**src/hw/rtl/tiled_background_pixel_fetch_core_assert.svh**
```systemverilog
// ----------------------------------------------------------------------------
// Assertion macros for the tiled background pixel fetch core
// Concurrent checks that compile away when SYNTHESIS is defined.
// ----------------------------------------------------------------------------
`ifndef TILED_BACKGROUND_PIXEL_FETCH_CORE_ASSERT_SVH
`define TILED_BACKGROUND_PIXEL_FETCH_CORE_ASSERT_SVH
`ifndef SYNTHESIS
// Check a property on every rising clock edge outside reset
`define TBPF_ASSERT(lbl, clk_i, rst_ni, prop) \
	lbl: assert property (@(posedge clk_i) disable iff (!rst_ni) (prop)) \
		else $error("tbpf assertion failed");
// Check that a condition never holds outside reset
`define TBPF_ASSERT_NEVER(lbl, clk_i, rst_ni, cond) \
	`TBPF_ASSERT(lbl, clk_i, rst_ni, !(cond))
`else
`define TBPF_ASSERT(lbl, clk_i, rst_ni, prop)
`define TBPF_ASSERT_NEVER(lbl, clk_i, rst_ni, cond)
`endif
`endif

```
**src/hw/rtl/tbpf_pkg.sv**
```systemverilog
// ----------------------------------------------------------------------------
// Tiled background pixel fetch package
// Shared types, codes and constants for the pixel fetch core.
// ----------------------------------------------------------------------------
package tbpf_pkg;

	// Storage defaults
	localparam int unsigned VIDEO_HALFWORDS_DEF = 65536;
	localparam int unsigned PALETTE_ENTRIES_DEF = 256;

	// Working byte address width (holds unwrapped bitmap offsets)
	localparam int unsigned ADDR_W = 20;
	localparam int unsigned MAP_AW = 17;

	// Address constants
	localparam int unsigned SCREEN_BLOCK = 'h800;
	localparam int unsigned FRAME_OFFSET = 'hA000;
	localparam int unsigned BMP3_STRIDE  = 480;
	localparam int unsigned BMP4_STRIDE  = 240;
	localparam int unsigned BMP5_STRIDE  = 320;
	localparam int unsigned WIDE_W       = 240;
	localparam int unsigned WIDE_H       = 160;
	localparam int unsigned SMALL_W      = 160;
	localparam int unsigned SMALL_H      = 128;

	// Display mode codes
	localparam logic [2:0] MODE_TEXT  = 3'd0;
	localparam logic [2:0] MODE_MIXED = 3'd1;
	localparam logic [2:0] MODE_ROT   = 3'd2;
	localparam logic [2:0] MODE_BMP16 = 3'd3;
	localparam logic [2:0] MODE_BMP8  = 3'd4;

	// Input commands
	typedef enum logic [1:0] {
		CMD_WR_VIDEO   = 2'd0,
		CMD_WR_PALETTE = 2'd1,
		CMD_RENDER     = 2'd2
	} cmd_t;

	// Configuration register indexes
	typedef enum logic [1:0] {
		REG_DISPLAY_MODE = 2'd0,
		REG_BG_CONTROL   = 2'd1,
		REG_BG_INDEX     = 2'd2,
		REG_FRAME_SELECT = 2'd3
	} reg_idx_t;

	// Pixel lookup kinds
	typedef enum logic [1:0] {
		KIND_TEXT   = 2'd0,
		KIND_ROT    = 2'd1,
		KIND_DIRECT = 2'd2,
		KIND_PAL8   = 2'd3
	} pix_kind_t;

	// Controller states
	typedef enum logic [2:0] {
		S_CLEAR = 3'd0,
		S_IDLE  = 3'd1,
		S_WRAP1 = 3'd2,
		S_DATA1 = 3'd3,
		S_WRAP2 = 3'd4,
		S_DATA2 = 3'd5,
		S_PAL   = 3'd6
	} state_t;

	typedef struct packed {
		logic [2:0]  display_mode;
		logic [15:0] bg_control;
		logic [1:0]  bg_index;
		logic        frame_select;
	} cfg_t;

	typedef struct packed {
		logic [1:0]  command;
		logic [15:0] address;
		logic [15:0] write_data;
		logic [9:0]  pixel_x;
		logic [9:0]  pixel_y;
	} req_t;

	typedef struct packed {
		logic [7:0]        red;
		logic [7:0]        green;
		logic [7:0]        blue;
		logic [MAP_AW-1:0] map_address;
		logic              in_range;
	} rsp_t;

	// Controller to datapath
	typedef struct packed {
		logic clr_step;
		logic wr_video;
		logic wr_palette;
		logic load_pix;
		logic wrap_sub;
		logic vid_rd;
		logic first_data;
		logic second_data;
		logic pal_done;
	} ctl_cmd_t;

	// Datapath to controller
	typedef struct packed {
		logic      addr_ge;
		logic      clr_last;
		pix_kind_t kind;
	} dp_stat_t;

endpackage

```
**src/hw/rtl/tbpf_ctrl.sv**
```systemverilog
// ----------------------------------------------------------------------------
// Tiled background pixel fetch controller
// Sequences clearing, writes and the dependent reads of a pixel lookup.
// ----------------------------------------------------------------------------
`include "tiled_background_pixel_fetch_core_assert.svh"

module tbpf_ctrl
	import tbpf_pkg::*;
(
	input  logic       clk,
	input  logic       arst_n,
	input  logic       start,
	input  logic [1:0] command,
	input  dp_stat_t   stat,
	output ctl_cmd_t   cmd,
	output logic       busy
);

	state_t state_q;
	state_t state_d;

	// State register
	always_ff @(posedge clk or negedge arst_n) begin
		if (!arst_n) begin
			state_q <= S_CLEAR;
		end else begin
			state_q <= state_d;
		end
	end

	// Next state and datapath commands
	always_comb begin
		state_d = state_q;
		cmd     = '0;
		case (state_q)
			S_CLEAR: begin
				cmd.clr_step = 1'b1;
				if (stat.clr_last) begin
					state_d = S_IDLE;
				end
			end
			S_IDLE: begin
				if (start) begin
					case (command)
						CMD_WR_VIDEO: cmd.wr_video = 1'b1;
						CMD_WR_PALETTE: cmd.wr_palette = 1'b1;
						CMD_RENDER: begin
							cmd.load_pix = 1'b1;
							state_d = S_WRAP1;
						end
						default: begin
							state_d = S_IDLE;
						end
					endcase
				end
			end
			S_WRAP1: begin
				if (stat.addr_ge) begin
					cmd.wrap_sub = 1'b1;
				end else begin
					cmd.vid_rd = 1'b1;
					state_d = S_DATA1;
				end
			end
			S_DATA1: begin
				cmd.first_data = 1'b1;
				case (stat.kind)
					KIND_PAL8: state_d = S_PAL;
					KIND_DIRECT: state_d = S_IDLE;
					default: state_d = S_WRAP2;
				endcase
			end
			S_WRAP2: begin
				if (stat.addr_ge) begin
					cmd.wrap_sub = 1'b1;
				end else begin
					cmd.vid_rd = 1'b1;
					state_d = S_DATA2;
				end
			end
			S_DATA2: begin
				cmd.second_data = 1'b1;
				state_d = S_PAL;
			end
			S_PAL: begin
				cmd.pal_done = 1'b1;
				state_d = S_IDLE;
			end
			default: begin
				state_d = S_IDLE;
			end
		endcase
	end

	assign busy = state_q != S_IDLE;

	`TBPF_ASSERT_NEVER(a_sub_needs_ge, clk, arst_n, cmd.wrap_sub && !stat.addr_ge)
	`TBPF_ASSERT(a_read_then_data, clk, arst_n, cmd.vid_rd |=> (cmd.first_data || cmd.second_data))
	`TBPF_ASSERT(a_pal_after_read, clk, arst_n, cmd.pal_done |-> $past(cmd.first_data || cmd.second_data))

endmodule

```
**config.mk**
```make
export PLATFORM = sky130hd
export DESIGN_NAME = tbpf_ctrl
export DESIGN_NICKNAME = d
export VERILOG_FILES = /design/src/hw/rtl/tbpf_pkg.sv /design/src/hw/rtl/tbpf_ctrl.sv
export VERILOG_INCLUDE_DIRS = /design/src /design/src/hw/rtl
export SDC_FILE = /design/constraint.sdc
export NUM_CORES = 1
export LEC_CHECK = 0
export ABC_AREA = 1
export ABC_CLOCK_PERIOD_IN_PS = 3600
export BUFFER_PORTS_ARGS = -buffer_cell sky130_fd_sc_hd__buf_4
export CORE_AREA = 4 4 41 43
export CTS_CLUSTER_SIZE = 14
export DETAILED_ROUTE_END_ITERATION = 10
export DIE_AREA = 0 0 45 47
export PLACE_DENSITY_LB_ADDON = 0.05
export SYNTH_ARGS = -nofsm -noshare
export SYNTH_HDL_FRONTEND = slang
export SYNTH_SLANG_ARGS = --single-unit
```
**constraint.sdc**
```tcl
create_clock -name clk -period 3.6 [get_ports clk]
set_clock_uncertainty 0.15 [all_clocks]
set_input_delay 0.36 -clock clk [delete_from_list [all_inputs] [get_ports clk]]
set_output_delay 0.36 -clock clk [all_outputs]
set_load 0.01 [all_outputs]
```
==> results.json <==
{
  "run_status": "completed",
  "fmax_mhz": 531,
  "grt_max_degree": 10,
  "synth_simple_gate_area_share_pct": 57.0,
  "reg_top3": "state_q (3)",
  "die_area_um2": 2120,
  "synth.distinct_cells": 18,
  "synthToLayoutAreaGrowth_pct": 53.0,
  "cts_tree": "yes",
  "worstSkewPairLatency_ps": 230,
  "finalHoldViolations": 0,
  "firstDrtPassIters": 3,
  "synth_area_leaders": "dfrtp_1 22%, nand2_1 15%, nand3_1 11%, inv_1 8.6%, nor2_4 6.5%",
  "holdCritPathClass": "in -> reg",
  "timing_worst_slew_pin_value_ps": 294,
  "dpl.cell_count": 90,
  "final_area_um2": 534,
  "dieWidth_um": 45,
  "timing.critical_path.from_type": "register",
  "fin_setup_tns_ps": 0,
  "syn_area_um2": 349,
  "ys_warn_count": 0,
  "grt_first_pass_wirelength_um": 1620,
  "timing.slew.headroom_pct": 80.4,
  "synth-seq-area-share_pct": 21.5,
  "syn_inst": 58,
  "largest_family_of_logic_cells_by_synthesized_area": "simple AND/OR/NAND/NOR gates",
  "yosys.area.top_type_share_pct": 21.5,
  "std_cell_rows": 13,
  "finish.cell_count_without_fillers": 95,
  "drc_violations": 0,
  "number_of_global_route_vias_before_repair": 392,
  "worstSetupEndpointType": "output pin",
  "antenna-diode-count": 0,
  "initial_core_util_pct": 26.8,
  "fillerInstances": 149,
  "clk_pin_slew_ps": 30,
  "report.power.total_w": 0.000325,
  "clockBufferDepth": 2,
  "yosys.area_share.xor_xnor_pct": 0,
  "detailed_place.area_um2": 498,
  "grt_overflow": 0,
  "synthesis.area_per_instance_um2": 6.02,
  "synth_compound_gate_area_share_pct": 5.73,
  "final_setup_violation_count": 0,
  "grtUsageTotal_pct": 10.6,
  "port-buffer-count": 18,
  "syn-num-nets": 68,
  "postRouteAntennaNets": 0,
  "core_area_um2": 1300,
  "finalWeightedCongestion": 0.743,
  "cts-root-buf": "clkbuf_4",
  "slew_violations": 0,
  "required_ps": 3090,
  "io-pin-count": 19,
  "via_per_inst": 4.36,
  "layout_worst_path_cycle_share_pct": 52.3,
  "synth-seq-cells": 3,
  "drt-total-wl_um": 971,
  "yosys-mux-area-fraction_pct": 0,
  "vias": 414,
  "antenna_found_initial": 0,
  "grt_setup_unrepaired": "no",
  "peakVddDrop_v": 0.000255,
  "final_layout_size_suffix_gt1_share_pct": 36.3,
  "max_ffs_per_register": 3,
  "tritoncts_buffers": 3,
  "largest-register": "state_q",
  "fin_nets": 91,
  "cp_data_arrival_time_ps": 1370,
  "h-tree-depth": 1,
  "tritoncts_num_sinks": 3,
  "worstSetupPathType": "reg -> out",
  "routed_wire_length_per_instance_um": 10.2,
  "max-cap-violations": 0,
  "setup.reg_to_reg.worst_slack_ps": 2100,
  "detail_route.iter0.violations": 5,
  "timing.critical_path.fanout_max": 8,
  "dieHeight_um": 47,
  "post_synth_fa_ha_maj_area_fraction_pct": 3.58,
  "final_core_utilization_pct": 41.1,
  "p_leak_nw": 0.302,
  "hpwl_um": 783,
  "power_per_cell_area_nw_per_um2": 607,
  "period_minus_slack_ps": 1880,
  "yosys.area.top_type": "dfrtp_1"
}
cell type report:
| cell class | instances | area (µm²) | area share, % |
|---|---|---|---|
| Inverter | 10 | 37.5 | 7.03 |
| Clock buffer | 4 | 26.3 | 4.92 |
| Sequential cell | 3 | 75.1 | 14.1 |
| Multi-Input combinational cell | 44 | 231 | 43.3 |
| Tap cell | 15 | 18.8 | 3.51 |
| Timing Repair Buffer | 19 | 145 | 27.2 |
metal layers:
metal | global-route usage (%) | vias to the layer above | share of wire, %
met2 | 15.5 | 11 | 45
met1 | 14.4 | 170 | 49
met3 | 4.98 | 0 | 6.5
met5 | 0 | - | 0
met4 | 1.75 | 0 | 0
li1 | - | 233 | -
cells in the final DEF (no fill, tap or decap), drive strengths merged, types with 2 or more instances in the layout:
cell type   n
o21ai       4
inv        10
nor4        2
nor2        9
clkbuf      4
buf        18
dfrtp       3
nor3        2
nand3       9
nand2      15
cells in the mapped netlist:
library cell	number
nand4_1	1
inv_2	2
nand2_1	14
nor2_2	2
nor2_4	2
nand3_1	8
nor4_1	2
nand2_2	1
ha_1	1
o21ai_0	2
nor3_1	2
nand3b_1	1
nor2_1	5
buf_2	1
o21ai_1	2
dfrtp_1	3
nand3_2	1
inv_1	8
worst max-delay path, stage by stage (launching register included):
cell and delay (ps):
dfrtp_1 470, inv_2 160, nand3_2 130, nor4_1 210, buf_4 170
where the power goes:
part	switching, W	internal (W)	leakage (nW)
clock network	0.0000166	0.0000415	0.0150
logic	0.000115	0.0000844	0.248
registers	0.0000228	0.0000446	0.0386
total	0.000154	0.000170	0.302
logic make-up after synthesis:
group	Yosys count
AND/OR/NAND/NOR	39
buffers and inverters	11
AO/OA/AOI/OAI	4
flip-flops	3
adder cells (fa/ha/maj)	1
per-stage QoR:
step           hold WS, ps  setup slack (ps)
2_1_floorplan        -85.6              2010
3_3_place_gp          1.02              2010
3_5_place_dp         0.694              1970
4_1_cts                224              1710
5_1_grt                237              1610
6_report               235              1720
worst paths after layout:
check	from	endpoint	cells past startpoint
max in group asynchronous	arst_n	state_q[2]	2
worst max register to register	state_q[1]	state_q[0]	6
worst max-delay path	state_q[2]	cmd[7]	4
worst min-delay path	stat[3]	state_q[2]	3
worst min register to register	state_q[2]	state_q[2]	2
min in group asynchronous	arst_n	state_q[0]	2
timing repair:
item | CTS | global route
endpoints found under the hold margin | 3 | 0
setup buffers | 0 | 0
hold buffers | 1 | 0
gates resized for setup | 0 | 0
(Power assumes the default switching activity.)
