===== src/hw/rtl/tiled_background_pixel_fetch_core_assert.svh =====
// ----------------------------------------------------------------------------
// Assertion macros for the tiled background pixel fetch core
// Concurrent checks that compile away when SYNTHESIS is defined.
// ----------------------------------------------------------------------------
`ifndef TILED_BACKGROUND_PIXEL_FETCH_CORE_ASSERT_SVH
`define TILED_BACKGROUND_PIXEL_FETCH_CORE_ASSERT_SVH
`ifndef SYNTHESIS
// Check a property on every rising clock edge outside reset
`define TBPF_ASSERT(lbl, clk_i, rst_ni, prop) \
	lbl: assert property (@(posedge clk_i) disable iff (!rst_ni) (prop)) \
		else $error("tbpf assertion failed");
// Check that a condition never holds outside reset
`define TBPF_ASSERT_NEVER(lbl, clk_i, rst_ni, cond) \
	`TBPF_ASSERT(lbl, clk_i, rst_ni, !(cond))
`else
`define TBPF_ASSERT(lbl, clk_i, rst_ni, prop)
`define TBPF_ASSERT_NEVER(lbl, clk_i, rst_ni, cond)
`endif
`endif


===== src/hw/rtl/tbpf_pkg.sv =====
// ----------------------------------------------------------------------------
// Tiled background pixel fetch package
// Shared types, codes and constants for the pixel fetch core.
// ----------------------------------------------------------------------------
package tbpf_pkg;

	// Storage defaults
	localparam int unsigned VIDEO_HALFWORDS_DEF = 65536;
	localparam int unsigned PALETTE_ENTRIES_DEF = 256;

	// Working byte address width (holds unwrapped bitmap offsets)
	localparam int unsigned ADDR_W = 20;
	localparam int unsigned MAP_AW = 17;

	// Address constants
	localparam int unsigned SCREEN_BLOCK = 'h800;
	localparam int unsigned FRAME_OFFSET = 'hA000;
	localparam int unsigned BMP3_STRIDE  = 480;
	localparam int unsigned BMP4_STRIDE  = 240;
	localparam int unsigned BMP5_STRIDE  = 320;
	localparam int unsigned WIDE_W       = 240;
	localparam int unsigned WIDE_H       = 160;
	localparam int unsigned SMALL_W      = 160;
	localparam int unsigned SMALL_H      = 128;

	// Display mode codes
	localparam logic [2:0] MODE_TEXT  = 3'd0;
	localparam logic [2:0] MODE_MIXED = 3'd1;
	localparam logic [2:0] MODE_ROT   = 3'd2;
	localparam logic [2:0] MODE_BMP16 = 3'd3;
	localparam logic [2:0] MODE_BMP8  = 3'd4;

	// Input commands
	typedef enum logic [1:0] {
		CMD_WR_VIDEO   = 2'd0,
		CMD_WR_PALETTE = 2'd1,
		CMD_RENDER     = 2'd2
	} cmd_t;

	// Configuration register indexes
	typedef enum logic [1:0] {
		REG_DISPLAY_MODE = 2'd0,
		REG_BG_CONTROL   = 2'd1,
		REG_BG_INDEX     = 2'd2,
		REG_FRAME_SELECT = 2'd3
	} reg_idx_t;

	// Pixel lookup kinds
	typedef enum logic [1:0] {
		KIND_TEXT   = 2'd0,
		KIND_ROT    = 2'd1,
		KIND_DIRECT = 2'd2,
		KIND_PAL8   = 2'd3
	} pix_kind_t;

	// Controller states
	typedef enum logic [2:0] {
		S_CLEAR = 3'd0,
		S_IDLE  = 3'd1,
		S_WRAP1 = 3'd2,
		S_DATA1 = 3'd3,
		S_WRAP2 = 3'd4,
		S_DATA2 = 3'd5,
		S_PAL   = 3'd6
	} state_t;

	typedef struct packed {
		logic [2:0]  display_mode;
		logic [15:0] bg_control;
		logic [1:0]  bg_index;
		logic        frame_select;
	} cfg_t;

	typedef struct packed {
		logic [1:0]  command;
		logic [15:0] address;
		logic [15:0] write_data;
		logic [9:0]  pixel_x;
		logic [9:0]  pixel_y;
	} req_t;

	typedef struct packed {
		logic [7:0]        red;
		logic [7:0]        green;
		logic [7:0]        blue;
		logic [MAP_AW-1:0] map_address;
		logic              in_range;
	} rsp_t;

	// Controller to datapath
	typedef struct packed {
		logic clr_step;
		logic wr_video;
		logic wr_palette;
		logic load_pix;
		logic wrap_sub;
		logic vid_rd;
		logic first_data;
		logic second_data;
		logic pal_done;
	} ctl_cmd_t;

	// Datapath to controller
	typedef struct packed {
		logic      addr_ge;
		logic      clr_last;
		pix_kind_t kind;
	} dp_stat_t;

endpackage


===== src/hw/rtl/tbpf_cfg.sv =====
// ----------------------------------------------------------------------------
// Tiled background pixel fetch configuration registers
// APB-style register file for mode, background control, index and frame.
// ----------------------------------------------------------------------------
module tbpf_cfg
	import tbpf_pkg::*;
(
	input  logic        clk,
	input  logic        arst_n,
	input  logic        psel,
	input  logic        penable,
	input  logic        pwrite,
	input  logic [3:0]  paddr,
	input  logic [31:0] pwdata,
	output logic [31:0] prdata,
	output logic        pready,
	output cfg_t        cfg
);

	cfg_t     cfg_q;
	reg_idx_t reg_sel;
	logic     wr_en;

	assign reg_sel = reg_idx_t'(paddr[3:2]);
	assign wr_en   = psel && penable && pwrite;
	assign pready  = 1'b1;
	assign cfg     = cfg_q;

	// Write registers on the access beat
	always_ff @(posedge clk or negedge arst_n) begin
		if (!arst_n) begin
			cfg_q <= '0;
		end else if (wr_en) begin
			case (reg_sel)
				REG_DISPLAY_MODE: begin
					cfg_q.display_mode <= pwdata[2:0];
				end
				REG_BG_CONTROL: begin
					cfg_q.bg_control <= pwdata[15:0];
				end
				REG_BG_INDEX: begin
					cfg_q.bg_index <= pwdata[1:0];
				end
				REG_FRAME_SELECT: begin
					cfg_q.frame_select <= pwdata[0];
				end
				default: begin
					cfg_q <= cfg_q;
				end
			endcase
		end
	end

	// Read back the selected register
	always_comb begin
		case (reg_sel)
			REG_DISPLAY_MODE: prdata = {29'd0, cfg_q.display_mode};
			REG_BG_CONTROL:   prdata = {16'd0, cfg_q.bg_control};
			REG_BG_INDEX:     prdata = {30'd0, cfg_q.bg_index};
			REG_FRAME_SELECT: prdata = {31'd0, cfg_q.frame_select};
			default:          prdata = '0;
		endcase
	end

endmodule


===== config.mk =====
export PLATFORM = sky130hd
export DESIGN_NAME = tbpf_cfg
export DESIGN_NICKNAME = d
export VERILOG_FILES = /design/src/hw/rtl/tiled_background_pixel_fetch_core_assert.svh /design/src/hw/rtl/tbpf_pkg.sv /design/src/hw/rtl/tbpf_cfg.sv
export SDC_FILE = /design/constraint.sdc
export NUM_CORES = 1
export LEC_CHECK = 0
export BUFFER_PORTS_ARGS = -buffer_cell sky130_fd_sc_hd__buf_2
export CAP_MARGIN = 5
export CORE_AREA = 2 2 67 69
export CTS_CLUSTER_DIAMETER = 30
export DETAILED_ROUTE_END_ITERATION = 12
export DIE_AREA = 0 0 69 71
export PLACE_DENSITY = 0.61
export SYNTH_ARGS = -nofsm -noshare
export SYNTH_HDL_FRONTEND = slang
export SYNTH_SLANG_ARGS = --single-unit

===== constraint.sdc =====
create_clock -name clk -period 1.6 [get_ports clk]
set_input_delay 0.48 -clock clk [delete_from_list [all_inputs] [get_ports clk]]
set_output_delay 0.48 -clock clk [all_outputs]
set_load 0.01 [all_outputs]

==> results by stage, run 1 <==
Die:
- Once the floorplan was initialized, standard cells occupied 28.9% of the core.
- The width of the die is 69 µm.
- The die is 71 µm tall.
- The die covers 0.00490 mm².
- In this run the core area contains 24 standard-cell rows.
- The I/O pin count is 96.
- The placeable core area is 0.00420 mm².

Timing:
- The final sum of negative setup slack is -0.122 ns.
- The max-slew violation total from the final report is 0.
- The part of the cycle the worst path needs is 108%.
- The number of failing hold endpoints at the final stage is 0.
- The setup clock skew after layout is 0 ns.
- Subtracting the final worst setup slack from the clock period gives 1.72 ns.
- The final hold slack is 0.174 ns.
- The maximum achievable frequency is 581 MHz.
- The number of setup violations in the final report is 1.
- Across all setup checks in the final design, the least slack found is -0.122 ns.
- Setup repair after global routing could not meet its margin everywhere.

Pwr:
- The register share of total power is 43.8%.
- Total power for the finished layout comes to 0.00177 W.
- The reported leakage power is 0.898 nW.
- The worst vdd rail ir drop is 461 µV.
- The total power density per cell area is 1060 mW/mm².
- The clock network is responsible for 22.0% of the overall power.
- In this run, the combinational gates consume 34.2% of the power.
- Summed over all nets, the switching power comes to 0.000520 W.
- The fraction of power spent switching nets is 29.4%.
- The internal power of the cells is 0.00125 W.

Global routing:
- The number of antenna violations at the first check in global routing is 0.
- Entering global routing, the biggest net connects 23 pins.
- After global routing the overflow that remains totals 0.
- The wire length of the first global-routing pass is 4100 µm.
- Global routing used 10.7% of the available tracks.
- The via count of the first global-routing pass is 873.

Placement:
- The final weighted congestion of routability-driven global placement is 0.666.
- Port buffering added 60 buffers.
- The number of cells after detailed placement is 208.
- The post-DP HPWL is 1930 µm.

Final layout:
- Cells with a size suffix above 1 make up 63.8% of the layout.
- The layout net count is 205.
- The register with the most flip-flops in the layout has 22 of them.
- The most common library cell in the layout ignoring fill and taps is buf_2.
- For this run, the share of the core covered by cells in the final layout is 39.8%.
- The library cells used most frequently in the layout, excluding fill and tap cells, are 54 x buf_2, 22 x dfrtp_1, 17 x conb_1.
- The number of diodes is 0.
- The non-filler instance count after layout is 215.
- Relative to the synthesized area, the layout overhead comes to 37.6%.

Synthesis:
- The post-synthesis cell type count is 19.
- Summing every instance area after synthesis gives 0.00121 mm².
- After synthesis, the cell types taking the most area are dfrtp_1 45%, mux2_4 12%, mux2_2 11%, buf_4 11%, and2_1 5.1%.
- The average footprint of a synthesized cell is 12.9 µm².
- The synthesis-stage register bit count is 22.
- Counting every instance in the synthesized netlist gives 94.
- Sequential cells were found to cover 45.3% of the synthesized design area.
- The largest total area in the synthesized netlist belongs to dfrtp_1.
- The share of the synthesized area in the top cell type is 45.3%.
- The number of warnings printed during yosys synthesis is 0.

Worst setup path:
- The kind of critical path is flop to output pin.
- The delay of the slowest cell on the worst path is 0.45 ns.
- The highest net fanout along the worst path is 2.
- STA puts the critical path data arrival time at 1.24 ns.
- The type of destination of the critical path is an output pin.
- Data on the critical path is required at its endpoint by 1.12 ns.
- STA classifies the critical path startpoint as a flop.
- The signal on the critical path passes through mux4_2 > buf_2.
- Among all stages on the critical path, the largest delay is contributed by mux4_2.
- The number of buffer and inverter instances along the worst setup path is 1.
- The most critical setup path has its startpoint at cfg[1]$_DFFE_PN0P_.
- The gate family responsible for the most delay along the worst path is multiplexers.
- The worst register-to-register path begins at cfg[1]$_DFFE_PN0P_.

Run status:
- The final reports fail on setup timing.
- The run finished, with violations left.

Drt:
- Once detail routing completed, the nets flagged for antenna violations numbered 0.
- The DRC violation count after routing is 0.
- Dividing the detail-routed wire length by the instance count gives 12.2 µm.
- Wires add up to 2610 µm.
- In this run, the number of DRC markers left after iteration 0 of detailed routing was 7.
- For this block, the via count after detailed routing is 896.
- Using the TritonRoute via totals, the vias-per-cell ratio works out to 4.17.
- The first-pass iteration count of the detailed router is 4.

Clock tree:
- The clock tree buffer depth is 2.
- The cts-stage hold buffer count is 0.
- The CTS tree is built.
- In this run the number of H-tree levels came out at 1.
- The number of buffers inserted during clock tree synthesis is 3.
- The root buffer cell chosen for the clock tree is clkbuf_8.
- The clock net sink count is 22.
- Clock-pin slew was measured on the worst setup and hold paths at 0.08 ns.
- The insertion delay to the later sink of the worst-skew pair is 0.25 ns.

Run:
- Across the run, the number of max-cap violations was 0.

Worst hold path:
- The tightest min-delay check is of the input pin to asynchronous set/reset pin type.
cells in the mapped netlist (all sizes together):
| library cell | count |
|---|---|
| and4 | 1 |
| mux2i | 2 |
| nor2 | 4 |
| nor2b | 1 |
| conb | 2 |
| and2 | 13 |
| dfrtp | 22 |
| nand3 | 1 |
| mux2 | 22 |
| clkbuf | 1 |
| inv | 1 |
| nand4 | 2 |
| mux4 | 1 |
| buf | 20 |
| o21ai | 1 |
cells by family after synthesis:
kind of cell,after synthesis,synth area share [%]
buffers and inverters,22,14.6
other,2,0.618
and+or+nand+nor,22,11.7
DFF,22,45.3
AOI/OAI and AO/OA,1,0.412
muxes,25,27.3
area by class of cell:
cell class | instances | area, µm²
sequential | 22 | 551
tap | 52 | 65.1
timing repair buffer | 70 | 438
inverter | 1 | 3.75
fill | 421 | 2530
clock buffer | 4 | 55.1
multi-input combinational | 66 | 559
through the flow:
stage	worst slack [ns]	area [µm²]
5_1_grt	-0.180	1670
4_1_cts	-0.133	1650
2_1_floorplan	0.00191	1270
3_5_place_dp	-0.133	1540
3_3_place_gp	-0.134	1540
6_report	-0.122	1670
layer usage:
metal | vias up | part of all wire, % | track usage, %
li1 | 419 | - | -
met1 | 418 | 46 | 14.3
met2 | 59 | 44 | 17.3
met3 | 0 | 9.4 | 2.85
met4 | 0 | 0 | 2.61
met5 | - | 0 | 0
timing repair:
action	4_1_cts	5_1_grt
gates cloned	1	0
resized for setup	12	5
endpoints found under the setup margin	16	10
pin swaps	3	3
buffers inserted	3	0
power by group through the flow:
stage               combinational (W)  clock, W  sequential [W]
floorplan                    0.000281         0        0.000839
global placement             0.000550         0        0.000787
detailed placement           0.000563         0        0.000786
CTS                          0.000606  0.000411        0.000778
global route                 0.000651  0.000440        0.000797
finish                       0.000606  0.000390        0.000775
worst paths after layout:
check	end	slack, ns	cells after the start
worst min-delay path	cfg[14]$_DFFE_PN0P_	0.17	1
worst max-delay path	prdata[0]	-0.12	2
worst max register to register	cfg[1]$_DFFE_PN0P_	0.71	2
max in group asynchronous	cfg[21]$_DFFE_PN0P_	1.10	1
min in group clk	cfg[11]$_DFFE_PN0P_	0.45	2
worst min register to register	cfg[11]$_DFFE_PN0P_	0.53	1
Power figures use the tool's default switching activity.
==> run 2, diff against run 1 <==
--- a/config.mk
+++ b/config.mk
@@ -7,11 +7,12 @@
 export LEC_CHECK = 0
 export BUFFER_PORTS_ARGS = -buffer_cell sky130_fd_sc_hd__buf_2
 export CAP_MARGIN = 5
-export CORE_AREA = 2 2 67 69
+export CORE_AREA = 2 2 59 61
 export CTS_CLUSTER_DIAMETER = 30
 export DETAILED_ROUTE_END_ITERATION = 12
-export DIE_AREA = 0 0 69 71
-export PLACE_DENSITY = 0.61
+export DIE_AREA = 0 0 61 63
+export PLACE_DENSITY = 0.76
+export REMOVE_ABC_BUFFERS = 1
 export SYNTH_ARGS = -nofsm -noshare
 export SYNTH_HDL_FRONTEND = slang
 export SYNTH_SLANG_ARGS = --single-unit
==> run 2 against run 1 <==
The flow still finishes with violations (setup timing). Flip-flop and latch count is the same. Total power shrank 1.4%. Fmax shrank 3.9%. Critical endpoint unchanged.
==> results by stage, run 2 (synthesized netlist as in run 1, its figures left out) <==
Run status:
- The run finished, with violations left.
- The checks that failed: setup timing.

Worst setup path:
- For the worst setup path, the data required time is 1.12 ns.
- The critical path is of the flop to output pin type.
- For the worst setup path, the data arrival time is 1.31 ns.
- The type of destination of the critical path is an output pin.
- The highest net fanout along the worst path is 2.
- STA classifies the critical path startpoint as a flop.

Timing:
- The part of the cycle the worst path needs is 112%.
- On the final layout, the worst clock skew is 0 ns.
- The time the final worst path needs with I/O delays and setup is 1.79 ns.
- The final hold slack is 0.121 ns.
- Across all setup checks in the final design, the least slack found is -0.193 ns.
- The max-slew violation total from the final report came to 0.
- The number of failing hold endpoints at the final stage is 0.
- The maximum achievable frequency is 558 MHz.
- Setup repair after global routing could not meet its margin everywhere.
- The number of setup violations in the final report is 14.

Worst hold path:
- The type of the tightest min-delay check is input pin to asynchronous set/reset pin.

Drt:
- The detailed router finished its first iteration with 11 violations.
- The DRC violation count after routing is 0.
- The first TritonRoute pass finished after 3 iterations.
- Wires add up to 2690 µm.
- The wire length per cell is 12.9 µm.
- The via count normalized by instance count is 4.32.
- The count of vias placed by the detailed router is 902.
- The remaining number of nets flagged by the antenna check after routing is 0.

Pwr:
- The worst vdd rail ir drop is 505 µV.
- Power spread over the standard cell area amounts to 1010 mW/mm².
- In this run the static leakage power is 0.912 nW.

Final layout:
- The number of flip-flops under the largest register name is 22.
- The final core utilization is 53.6%.
- The proportion of layout cells with a drive suffix above 1 is 69.9%.
- In the layout the commonest cells are 44 x buf_2, 22 x dfrtp_1, 17 x conb_1.
- The number of diodes is 0.
- The most common library cell in the layout ignoring fill and taps is buf_2.
- The non-filler instance count after layout is 209.
- The signed area change from the synthesized netlist to the final layout is 42.5%.
- The layout net count is 205.

Placement:
- The wire-length estimate of the detail-placed layout is 1900 µm.
- In this run, placement finished with an instance count of 200.
- The number of buffers added on ports is 60.
- The post-place setup slack is -0.163 ns.
- Routability-driven placement finished with a final weighted congestion of 0.709.

Global routing:
- The via count of the first global-routing pass is 916.
- The pin count of the biggest net entering global routing is 23.
- In the global route stage, overall resource usage came out at 14.6%.
- The number of antenna violations at the first check in global routing is 0.
- The first global-routing pass estimated 4200 µm of wire.
- The aggregate global routing overflow is 0.

Run:
- The max-capacitance violation count is 0.

Clock tree:
- CTS built an H-tree with a depth of 1.
- The number of buffers inserted during clock tree synthesis is 3.
- Counting along the longest clock path gives a buffer depth of 2.
- The CTS tree is built.
- The clock transition at the registers of the reported paths is 0.12 ns.
- In this run the clock root is driven by a clkbuf_4.
- The clock reaches the later pin of the worst-skew pair after 0.30 ns.
- The tree built by TritonCTS fans out to 22 sinks.

Die:
- The number of rows in the core area is 21.
- 96 I/O pins were placed.
- The placeable core area is 0.00323 mm².
- From left edge to right edge, the die measures 61 µm.
- The initial core utilization is 37.6%.
- The die covers 0.00384 mm².
- Measured along the y axis, the die boundary spans 63 µm.
run 2: repair_timing:
| action | in CTS | in global routing |
|---|---|---|
| setup endpoints to repair | 15 | 15 |
| gates resized for setup | 25 | 11 |
| pin swaps | 10 | 0 |
| buffers inserted | 5 | 0 |
| hold buffers | 0 | 0 |
run 2: path summary, 6_finish.rpt:
path | start | to | slack [ns] | depth (start not counted)
worst max register to register | cfg[1]$_DFFE_PN0P_ | cfg[1]$_DFFE_PN0P_ | 0.71 | 2
worst max-delay path | cfg[0]$_DFFE_PN0P_ | prdata[0] | -0.19 | 2
max in group asynchronous | arst_n | cfg[8]$_DFFE_PN0P_ | 1.15 | 1
worst min-delay path | arst_n | cfg[3]$_DFFE_PN0P_ | 0.12 | 1
worst min register to register | cfg[5]$_DFFE_PN0P_ | cfg[5]$_DFFE_PN0P_ | 0.55 | 1
min in group clk | pwdata[14] | cfg[17]$_DFFE_PN0P_ | 0.40 | 2
run 2: through the flow:
step	power, W	cell area [µm²]	setup TNS [ns]
3_3_place_gp	0.00133	1530	-2.03
2_1_floorplan	0.00108	1100	0
5_1_grt	0.00186	1730	-0.700
3_5_place_dp	0.00135	1530	-2.19
4_1_cts	0.00173	1690	-0.256
6_report	0.00175	1730	-0.294
run 2: routing by layer:
metal	part of all wire (%)	GRT usage, %	vias to the layer above
li1	-	-	416
met1	40	18.4	429
met2	50	23.7	53
met3	8.2	3.31	4
met4	1.0	5.71	0
met5	0	0	-
run 2: cell type report:
type,instances,area [µm²]
flip-flops and latches,22,551
repair buffers,71,515
clock buffers,4,36.3
multi-input cells,65,568
well taps,46,57.6
inverters,1,3.75
fillers,310,1500
run 2: critical path: stages (launching register included):
cell and delay [ns]:
dfrtp_1 0.39, mux4_2 0.48, buf_6 0.14
run 2: where the power goes:
| part | switching [W] | internal, W | total, W |
|---|---|---|---|
| Combinational | 0.000272 | 0.000396 | 0.000668 |
| Sequential | 0.0000967 | 0.000685 | 0.000782 |
| Clock | 0.000158 | 0.000139 | 0.000297 |
